### src/design/dcl_pkg.sv
// Shared constants and codes for the doubly linked circular list engine.
package dcl_pkg;

    localparam int CAPACITY_DEF = 32;
    localparam int MAX_RESULTS  = 32;
    localparam int VAL_W        = 32;
    localparam int OP_W         = 3;
    localparam int STAT_W       = 2;
    localparam int OCNT_W       = 6;

    typedef enum logic [OP_W-1:0] {
        OP_INS_HEAD  = 3'd0,
        OP_INS_TAIL  = 3'd1,
        OP_INS_AFTER = 3'd2,
        OP_DELETE    = 3'd3,
        OP_SEARCH    = 3'd4,
        OP_DUMP_FWD  = 3'd5,
        OP_DUMP_BACK = 3'd6,
        OP_NONE      = 3'd7
    } t_op;

    typedef enum logic [STAT_W-1:0] {
        ST_OK        = 2'd0,
        ST_NOT_FOUND = 2'd1,
        ST_FULL      = 2'd2,
        ST_EMPTY     = 2'd3
    } t_status;

endpackage

### src/design/dcl_ram.sv
// Generic single-write, single-read memory with registered read data.
module dcl_ram #(
    parameter int WIDTH = 32,
    parameter int DEPTH = 32
) (
    input  logic                     i_clk,
    input  logic                     i_we,
    input  logic [$clog2(DEPTH)-1:0] i_waddr,
    input  logic [WIDTH-1:0]         i_wdata,
    input  logic [$clog2(DEPTH)-1:0] i_raddr,
    output logic [WIDTH-1:0]         o_rdata
);

    logic [WIDTH-1:0] r_mem [DEPTH];
    logic [WIDTH-1:0] r_rdata;

    always_ff @(posedge i_clk) begin
        if (i_we) begin
            r_mem[i_waddr] <= i_wdata;
        end
        r_rdata <= r_mem[i_raddr];
    end

    assign o_rdata = r_rdata;

endmodule

### src/design/doubly_circular_list_engine_top.sv
// Top level of the doubly linked circular list engine.
//
// A doubly linked circular list of signed 32-bit values lives in three memories
// (value, next link, previous link) with registered reads; slot occupancy is
// kept in flip-flops and a new node takes the lowest free slot.
// One request is handled at a time. An insert at head or tail passes S_PRE,
// S_LINK1 and S_LINK2 before S_EMIT (only S_LINK1 into an empty list, and
// straight to S_EMIT when the pool is full). Searches walk in S_WALK; deletes
// then pass S_UNLINK and inserts-after S_LINK1 and S_LINK2. The walk feeds each
// read's next link straight back into the read address. A dump gives one word
// per cycle while the output is not stalled. A new request is taken while the
// last word of the previous one still waits at the output.
module doubly_circular_list_engine_top #(
    parameter int CAPACITY = dcl_pkg::CAPACITY_DEF
) (
    input  logic        i_clk,
    input  logic        i_rst_n,
    input  logic        s_axis_tvalid,
    output logic        s_axis_tready,
    // op[2:0], key[34:3], value[66:35], zero fill above
    input  logic [71:0] s_axis_tdata,
    output logic        m_axis_tvalid,
    input  logic        m_axis_tready,
    // count[5:0], item_value[37:6], zero fill above
    output logic [39:0] m_axis_tdata,
    // status[1:0]
    output logic [1:0]  m_axis_tuser,
    output logic        m_axis_tlast
);

    localparam int AW = (CAPACITY > 1) ? $clog2(CAPACITY) : 1;
    localparam int CW = $clog2(CAPACITY + 1);
    localparam int VW = dcl_pkg::VAL_W;

    typedef enum logic [7:0] {
        S_IDLE   = 8'b0000_0001,
        S_PRE    = 8'b0000_0010,
        S_WALK   = 8'b0000_0100,
        S_LINK1  = 8'b0000_1000,
        S_LINK2  = 8'b0001_0000,
        S_UNLINK = 8'b0010_0000,
        S_DUMP   = 8'b0100_0000,
        S_EMIT   = 8'b1000_0000
    } t_state;

    t_state r_state, n_state;

    dcl_pkg::t_op     in_op;
    logic [VW-1:0]    in_key, in_value;

    logic [CAPACITY-1:0] r_used, n_used;
    logic [AW-1:0]   r_head, n_head;
    logic [CW-1:0]   r_count, n_count;
    dcl_pkg::t_op    r_op, n_op;
    logic [VW-1:0]   r_key, n_key;
    logic [VW-1:0]   r_val, n_val;
    logic [AW-1:0]   r_cur, n_cur;
    logic [CW-1:0]   r_n, n_n;
    logic [CW-1:0]   r_total, n_total;
    logic [AW-1:0]   r_s, n_s;
    logic [AW-1:0]   r_a, n_a;
    logic [AW-1:0]   r_b, n_b;
    logic            r_empty, n_empty;
    dcl_pkg::t_status r_stat, n_stat;

    logic            r_ovalid, n_ovalid;
    logic [1:0]      r_ostat, n_ostat;
    logic [dcl_pkg::OCNT_W-1:0] r_ocnt, n_ocnt;
    logic [VW-1:0]   r_oval, n_oval;
    logic            r_olast, n_olast;

    logic [AW-1:0]   free_slot;
    logic            out_free, accept;
    logic [AW-1:0]   raddr;
    logic [VW-1:0]   rd_val;
    logic [AW-1:0]   rd_next, rd_prev;

    logic            val_we, next_we, prev_we;
    logic [AW-1:0]   val_wa, next_wa, prev_wa;
    logic [AW-1:0]   next_wd, prev_wd;
    logic            n_last_walk;

    assign in_op    = dcl_pkg::t_op'(s_axis_tdata[2:0]);
    assign in_key   = s_axis_tdata[34:3];
    assign in_value = s_axis_tdata[66:35];

    assign s_axis_tready = (r_state == S_IDLE);
    assign accept        = s_axis_tvalid && s_axis_tready;
    assign out_free      = !r_ovalid || m_axis_tready;

    always_comb begin
        free_slot = '0;
        for (int i = CAPACITY - 1; i >= 0; i--) begin
            if (!r_used[i]) begin
                free_slot = AW'(i);
            end
        end
    end

    dcl_ram #(.WIDTH(VW), .DEPTH(CAPACITY)) u_val_ram (
        .i_clk(i_clk), .i_we(val_we), .i_waddr(val_wa), .i_wdata(r_val),
        .i_raddr(raddr), .o_rdata(rd_val)
    );
    dcl_ram #(.WIDTH(AW), .DEPTH(CAPACITY)) u_next_ram (
        .i_clk(i_clk), .i_we(next_we), .i_waddr(next_wa), .i_wdata(next_wd),
        .i_raddr(raddr), .o_rdata(rd_next)
    );
    dcl_ram #(.WIDTH(AW), .DEPTH(CAPACITY)) u_prev_ram (
        .i_clk(i_clk), .i_we(prev_we), .i_waddr(prev_wa), .i_wdata(prev_wd),
        .i_raddr(raddr), .o_rdata(rd_prev)
    );

    assign n_last_walk = (CW'(r_n + 1'b1) == r_count);

    always_comb begin
        n_state  = r_state;
        n_used   = r_used;
        n_head   = r_head;
        n_count  = r_count;
        n_op     = r_op;
        n_key    = r_key;
        n_val    = r_val;
        n_cur    = r_cur;
        n_n      = r_n;
        n_total  = r_total;
        n_s      = r_s;
        n_a      = r_a;
        n_b      = r_b;
        n_empty  = r_empty;
        n_stat   = r_stat;
        n_ovalid = r_ovalid && !m_axis_tready;
        n_ostat  = r_ostat;
        n_ocnt   = r_ocnt;
        n_oval   = r_oval;
        n_olast  = r_olast;
        raddr    = r_cur;
        val_we   = 1'b0;
        next_we  = 1'b0;
        prev_we  = 1'b0;
        val_wa   = r_s;
        next_wa  = r_s;
        prev_wa  = r_s;
        next_wd  = r_b;
        prev_wd  = r_a;

        case (r_state)
            S_IDLE: begin
                raddr = r_head;
                if (accept) begin
                    n_op    = in_op;
                    n_val   = in_value;
                    n_key   = (in_op == dcl_pkg::OP_DELETE) ? in_value : in_key;
                    n_cur   = r_head;
                    n_n     = '0;
                    n_s     = free_slot;
                    n_empty = (r_count == '0);
                    n_total = (int'(r_count) < dcl_pkg::MAX_RESULTS) ? r_count
                              : CW'(dcl_pkg::MAX_RESULTS);
                    n_stat  = dcl_pkg::ST_OK;
                    n_state = S_EMIT;
                    case (in_op)
                        dcl_pkg::OP_INS_HEAD, dcl_pkg::OP_INS_TAIL: begin
                            if (int'(r_count) >= CAPACITY) begin
                                n_stat = dcl_pkg::ST_FULL;
                            end else if (r_count == '0) begin
                                n_a     = free_slot;
                                n_b     = free_slot;
                                n_state = S_LINK1;
                            end else begin
                                n_state = S_PRE;
                            end
                        end
                        dcl_pkg::OP_INS_AFTER: begin
                            if (r_count == '0) begin
                                n_stat = dcl_pkg::ST_EMPTY;
                            end else if (int'(r_count) >= CAPACITY) begin
                                n_stat = dcl_pkg::ST_FULL;
                            end else begin
                                n_state = S_WALK;
                            end
                        end
                        dcl_pkg::OP_DELETE, dcl_pkg::OP_SEARCH: begin
                            if (r_count == '0) begin
                                n_stat = dcl_pkg::ST_EMPTY;
                            end else begin
                                n_state = S_WALK;
                            end
                        end
                        dcl_pkg::OP_DUMP_FWD, dcl_pkg::OP_DUMP_BACK: begin
                            if (r_count == '0) begin
                                n_stat = dcl_pkg::ST_EMPTY;
                            end else if (in_op == dcl_pkg::OP_DUMP_FWD) begin
                                n_state = S_DUMP;
                            end else begin
                                n_state = S_PRE;
                            end
                        end
                        default: begin
                            n_stat = dcl_pkg::ST_OK;
                        end
                    endcase
                end
            end
            S_PRE: begin
                // Read data holds the head node; its previous link is the tail.
                if (r_op == dcl_pkg::OP_DUMP_BACK) begin
                    n_cur   = rd_prev;
                    raddr   = rd_prev;
                    n_state = S_DUMP;
                end else begin
                    n_a     = rd_prev;
                    n_b     = r_head;
                    n_state = S_LINK1;
                end
            end
            S_WALK: begin
                if (rd_val == r_key) begin
                    n_stat = dcl_pkg::ST_OK;
                    case (r_op)
                        dcl_pkg::OP_INS_AFTER: begin
                            n_a     = r_cur;
                            n_b     = rd_next;
                            n_state = S_LINK1;
                        end
                        dcl_pkg::OP_DELETE: begin
                            n_a     = rd_prev;
                            n_b     = rd_next;
                            n_state = S_UNLINK;
                        end
                        default: begin
                            n_state = S_EMIT;
                        end
                    endcase
                end else if (n_last_walk) begin
                    n_stat  = dcl_pkg::ST_NOT_FOUND;
                    n_state = S_EMIT;
                end else begin
                    n_cur = rd_next;
                    raddr = rd_next;
                    n_n   = CW'(r_n + 1'b1);
                end
            end
            S_LINK1: begin
                val_we    = 1'b1;
                next_we   = 1'b1;
                prev_we   = 1'b1;
                n_used[r_s] = 1'b1;
                n_count = CW'(r_count + 1'b1);
                if (r_empty) begin
                    next_wd = r_s;
                    prev_wd = r_s;
                    n_head  = r_s;
                    n_state = S_EMIT;
                end else begin
                    n_state = S_LINK2;
                end
            end
            S_LINK2: begin
                next_we = 1'b1;
                prev_we = 1'b1;
                next_wa = r_a;
                next_wd = r_s;
                prev_wa = r_b;
                prev_wd = r_s;
                if (r_op == dcl_pkg::OP_INS_HEAD) begin
                    n_head = r_s;
                end
                n_state = S_EMIT;
            end
            S_UNLINK: begin
                // r_a and r_b hold the neighbors of the node at r_cur.
                if (r_count <= CW'(1)) begin
                    n_head = '0;
                end else begin
                    next_we = 1'b1;
                    prev_we = 1'b1;
                    next_wa = r_a;
                    next_wd = r_b;
                    prev_wa = r_b;
                    prev_wd = r_a;
                    if (r_cur == r_head) begin
                        n_head = r_b;
                    end
                end
                n_used[r_cur] = 1'b0;
                n_count = CW'(r_count - 1'b1);
                n_state = S_EMIT;
            end
            S_DUMP: begin
                if (out_free) begin
                    n_ovalid = 1'b1;
                    n_ostat  = dcl_pkg::ST_OK;
                    n_ocnt   = dcl_pkg::OCNT_W'(r_count);
                    n_oval   = rd_val;
                    n_olast  = (CW'(r_n + 1'b1) == r_total);
                    n_n      = CW'(r_n + 1'b1);
                    n_cur    = (r_op == dcl_pkg::OP_DUMP_FWD) ? rd_next : rd_prev;
                    raddr    = n_cur;
                    if (CW'(r_n + 1'b1) == r_total) begin
                        n_state = S_IDLE;
                    end
                end
            end
            S_EMIT: begin
                if (out_free) begin
                    n_ovalid = 1'b1;
                    n_ostat  = r_stat;
                    n_ocnt   = dcl_pkg::OCNT_W'(r_count);
                    n_oval   = '0;
                    n_olast  = 1'b1;
                    n_state  = S_IDLE;
                end
            end
            default: begin
                n_state = S_IDLE;
            end
        endcase
    end

    always_ff @(posedge i_clk) begin
        if (!i_rst_n) begin
            r_state  <= S_IDLE;
            r_used   <= '0;
            r_head   <= '0;
            r_count  <= '0;
            r_ovalid <= 1'b0;
        end else begin
            r_state  <= n_state;
            r_used   <= n_used;
            r_head   <= n_head;
            r_count  <= n_count;
            r_ovalid <= n_ovalid;
        end
        r_op    <= n_op;
        r_key   <= n_key;
        r_val   <= n_val;
        r_cur   <= n_cur;
        r_n     <= n_n;
        r_total <= n_total;
        r_s     <= n_s;
        r_a     <= n_a;
        r_b     <= n_b;
        r_empty <= n_empty;
        r_stat  <= n_stat;
        r_ostat <= n_ostat;
        r_ocnt  <= n_ocnt;
        r_oval  <= n_oval;
        r_olast <= n_olast;
    end

    assign m_axis_tvalid = r_ovalid;
    assign m_axis_tdata  = {2'b00, r_oval, r_ocnt};
    assign m_axis_tuser  = r_ostat;
    assign m_axis_tlast  = r_olast;

    // The occupancy bits and the node count must always agree.
    a_used_matches_count: assert property (@(posedge i_clk) disable iff (!i_rst_n)
        $countones(r_used) == int'(r_count))
        else $error("slot occupancy disagrees with node count");

    a_count_bounded: assert property (@(posedge i_clk) disable iff (!i_rst_n)
        int'(r_count) <= CAPACITY)
        else $error("node count exceeds capacity");

    a_count_step: assert property (@(posedge i_clk) disable iff (!i_rst_n)
        (r_count != $past(r_count)) |->
            (r_count == CW'($past(r_count) + 1'b1) ||
             r_count == CW'($past(r_count) - 1'b1)))
        else $error("node count moved by more than one");

    a_one_request: assert property (@(posedge i_clk) disable iff (!i_rst_n)
        (s_axis_tvalid && s_axis_tready) |=> !s_axis_tready)
        else $error("second request taken while one is in progress");

endmodule
### config.mk
export PLATFORM = sky130hd
export DESIGN_NAME = doubly_circular_list_engine_top
export DESIGN_NICKNAME = d
export VERILOG_FILES = /design/src/design/dcl_pkg.sv /design/src/design/dcl_ram.sv /design/src/design/doubly_circular_list_engine_top.sv
export SDC_FILE = /design/constraint.sdc
export NUM_CORES = 2
export LEC_CHECK = 0
export BUFFER_PORTS_ARGS = -buffer_cell sky130_fd_sc_hd__buf_2
export CORE_ASPECT_RATIO = 1.75
export CORE_MARGIN = 4
export CORE_UTILIZATION = 57
export CTS_CLUSTER_SIZE = 10
export DETAILED_ROUTE_END_ITERATION = 8
export PLACE_DENSITY = 0.69
export REMOVE_ABC_BUFFERS = 1
export SYNTH_ARGS = -nofsm -noshare
export SYNTH_HDL_FRONTEND = slang
export SYNTH_HIERARCHICAL = 1
export SYNTH_SLANG_ARGS = --single-unit
### constraint.sdc
create_clock -name i_clk -period 10.66 [get_ports i_clk]
set_input_delay 1.066 -clock i_clk [delete_from_list [all_inputs] [get_ports i_clk]]
set_output_delay 1.066 -clock i_clk [all_outputs]
set_load 0.02 [all_outputs]
==> flow_metrics.py <==
metrics = {
    "status": {
        "status": "finished clean",
    },
    "synthesis": {
        "syn_avg_cell_area_um2": 17.1,
        "yosysMostFrequentCell": "edfxtp_1",
        "yosys-top-cells-area": "edfxtp_1 71%, mux2i_1 8.2%, mux4_2 3.6%",
        "synth_top_family_by_area": "multiplexers",
        "yosys_warnings": 6,
        "synth_cells": 3661,
        "yosys.area_share.xor_xnor_pct": 0.830,
        "synthArstFlopShare_pct": 0,
        "syn_area_um2": 62700,
        "ys_ff_latch": 1581,
        "synth_compound_area_share_pct": 5.10,
        "synth-simple-area-share_pct": 5.09,
        "synth_common_cells": "1487 x edfxtp_1, 517 x mux2i_1, 191 x nand2_1",
        "synth_top_area_cell": "edfxtp_1",
        "synth_fa_ha_area_share_pct": 0.0798,
        "ys_seq_area_share_pct": 74.2,
        "synth_ff_type": "edfxtp_1",
        "yosysUniqueCellTypes": 75,
        "muxShareOfSynthArea_pct": 12.9,
        "synth_top_area_share_pct": 71.2,
        "synth_edf_count": 1487,
    },
    "grt": {
        "grt_max_degree": 129,
        "grt-ovfl-total": 0,
        "grt_pass1_vias": 34400,
        "grtUsageTotal_pct": 26.5,
        "antenna_found_initial": 6,
        "grt_pass1_wl_um": 223000,
    },
    "sta": {
        "worst_pin_slew_ns": 1.14,
        "fin_crit_ns": 6.21,
        "hold_viol": 0,
        "fin_tns_setup_ns": 0,
        "skew_ns": 0.0235,
        "period_share_pct": 58.3,
        "fmax_ghz": 0.161,
        "rsz0062_at_grt": "no",
        "report.final.slew_viol_count": 0,
        "setup_slack_ns": 4.45,
        "max_slew_margin_pct": 23.9,
        "setup_viol": 0,
    },
    "worst_setup_path": {
        "critPathMaxStageDelay_ns": 0.94,
        "cp.depth": 14,
        "crit_chain": "xnor2_1, nand4_1, nor4_2, buf_4, a22oi_1, o21ai_2, o21ba_2, o21ai_4, buf_12, buf_4, mux2i_1, a22oi_1, a31oi_1, nand3_1",
        "worst_ep_required_time_ns": 11.27,
        "endpoint_kind": "register",
        "crit_fanout": 112,
        "crit_buf_inv": 3,
        "cp_top_family": "buffers and inverters",
        "path_class": "reg2reg",
        "cp-start-kind": "register",
        "crit_path_top_delay_cell": "buf_4",
        "reg2regPathDepth": 14,
        "crit_arrival_ns": 6.82,
    },
    "die": {
        "initial_core_util_pct": 57.6,
        "io_pins": 121,
        "die_area_um2": 116000,
        "core_um2": 109000,
        "num_rows": 160,
        "die_y_um": 447,
        "dieWidth_um": 259,
    },
    "detailed_routing": {
        "final_antenna_net_count": 0,
        "finalWirelength_um": 153000,
        "post_drt_via_cell_ratio": 6.24,
        "drcViolationCount": 0,
        "avgRoutedWirePerCell_um": 28.3,
        "vias": 33800,
        "initialDrtViolationCount": 3015,
        "drt-pass1-iter-count": 7,
    },
    "placed_design": {
        "post-dp-hpwl_um": 86900,
        "portBuffers": 113,
        "post-place-ws_ns": 4.53,
        "placedInstanceArea_um2": 65000,
        "gp_congestion": 0.911,
    },
    "cts": {
        "cts_tree": "yes",
        "cts_resized": 0,
        "cts_num_sinks": 1581,
        "postCtsSetupBuffers": 0,
        "cts.path.max_buffers": 3,
        "htreeDepth": 4,
        "cts-root-buf": "clkbuf_16",
        "holdBufCountCts": 0,
        "clkTransAtPathRegs_ns": 0.06,
        "clock_latency_ns": 0.77,
        "cts_buffers": 176,
    },
    "finish": {
        "area_growth_pct": 11.6,
        "fin_area_um2": 70000,
        "fill_cells": 7613,
        "nNetsFinal": 3903,
        "final_layout_size_suffix_gt1_share_pct": 15.3,
        "final_core_util_pct": 64.3,
    },
    "worst_hold_path": {
        "worst_hold_path.num_cells": 1,
        "hp-class": "reg2reg",
    },
    "power_and_ir_drop": {
        "p_leak_nw": 21.9,
        "ir_drop_v": 0.000182,
        "power_w": 0.0146,
        "p_per_area_nw_per_um2": 209,
    },
    "job": {
        "drv_cap": 0,
    },
}
## cell usage in the layout, fill, tap and decap left out, drive strengths merged, types with 37 or more instances in the layout
cell / n
edfxtp: 1487
mux2i: 517
clkbuf: 296
nand2: 192
buf: 177
nor2: 146
nand3: 130
a21oi: 121
a22oi: 100
mux4: 100
dfxtp: 94
a22o: 64
mux2: 62
o21ai: 60
xnor2: 46
and2: 43
nor3: 42
a31oi: 39
a21boi: 37
## worst reg2reg max path, stage by stage, from the launching register on
cell	delay, ns
edfxtp_1	0.45
xnor2_1	0.85
nand4_1	0.54
nor4_2	0.31
buf_4	0.25
a22oi_1	0.15
o21ai_2	0.30
o21ba_2	0.28
o21ai_4	0.21
buf_12	0.60
buf_4	1.11
mux2i_1	0.36
a22oi_1	0.12
a31oi_1	0.34
nand3_1	0.18
## logic make-up (layout without fill, tap and decap cells)
group / Yosys count / count (layout)
other: 1 / 5
and+or+nand+nor: 653 / 653
buffers and inverters: 213 / 499
xor gates and xnor gates: 57 / 57
adders and majority gates: 4 / 4
muxes: 679 / 679
DFF: 1581 / 1581
AOI/OAI and AO/OA: 473 / 473
## worst paths after layout
kind	start	to	slack (ns)
setup / recovery	r_key[22]	u_val_ram/o_rdata[2]	4.45
hold / removal	r_empty	r_state[4]	0.47
setup reg to reg	r_key[22]	u_val_ram/o_rdata[2]	4.45
hold reg to reg	r_empty	r_state[4]	0.47
## where the power goes
group          switching (W)  total (W)  internal (W)
clock                0.00224    0.00535       0.00311
combinational        0.00118    0.00196      0.000779
sequential          0.000262    0.00732       0.00706
total                0.00368     0.0146        0.0110
## final cells by class
cell class                      instances  area, um2  area share (%)
Antenna cell                            3       7.51          0.0107
Clock buffer                          296       4930            7.04
Clock inverter                          7       68.8          0.0983
Inverter                               19       71.3           0.102
Multi-Input combinational cell       1868      15400            22.0
Sequential cell                      1581      46500            66.5
Tap cell                             1458       1820            2.61
Timing Repair Buffer                  177       1150            1.64
## sequential cells by signal (all words and copies together) (netlist names), 6 cells and up
name               count
r_total                6
r_n                    6
r_val                 32
r_key                 32
r_used                32
r_count                6
u_val_ram/r_mem     1024
u_prev_ram/r_mem     160
u_next_ram/r_mem     160
r_ocnt                 6
r_oval                32
u_val_ram/o_rdata     32
r_state                8
## per-layer routing
layer | track usage, % | wire, um | part of all wire, %
met1 | 30.9 | 53900 | 35
met2 | 49.2 | 83400 | 54
met3 | 4.17 | 9470 | 6.2
met4 | 10.5 | 6270 | 4.1
met5 | 0 | 38 | 0.025
## per-stage QoR
stage | hold slack, ns | std cells
2_1_floorplan | 0.441 | 3468
3_3_place_gp | 0.461 | 5103
3_5_place_dp | 0.460 | 5103
4_1_cts | 0.420 | 5406
5_1_grt | 0.438 | 5406
6_report | 0.472 | 5409
Note: power is estimated with default switching activity, not from simulation.
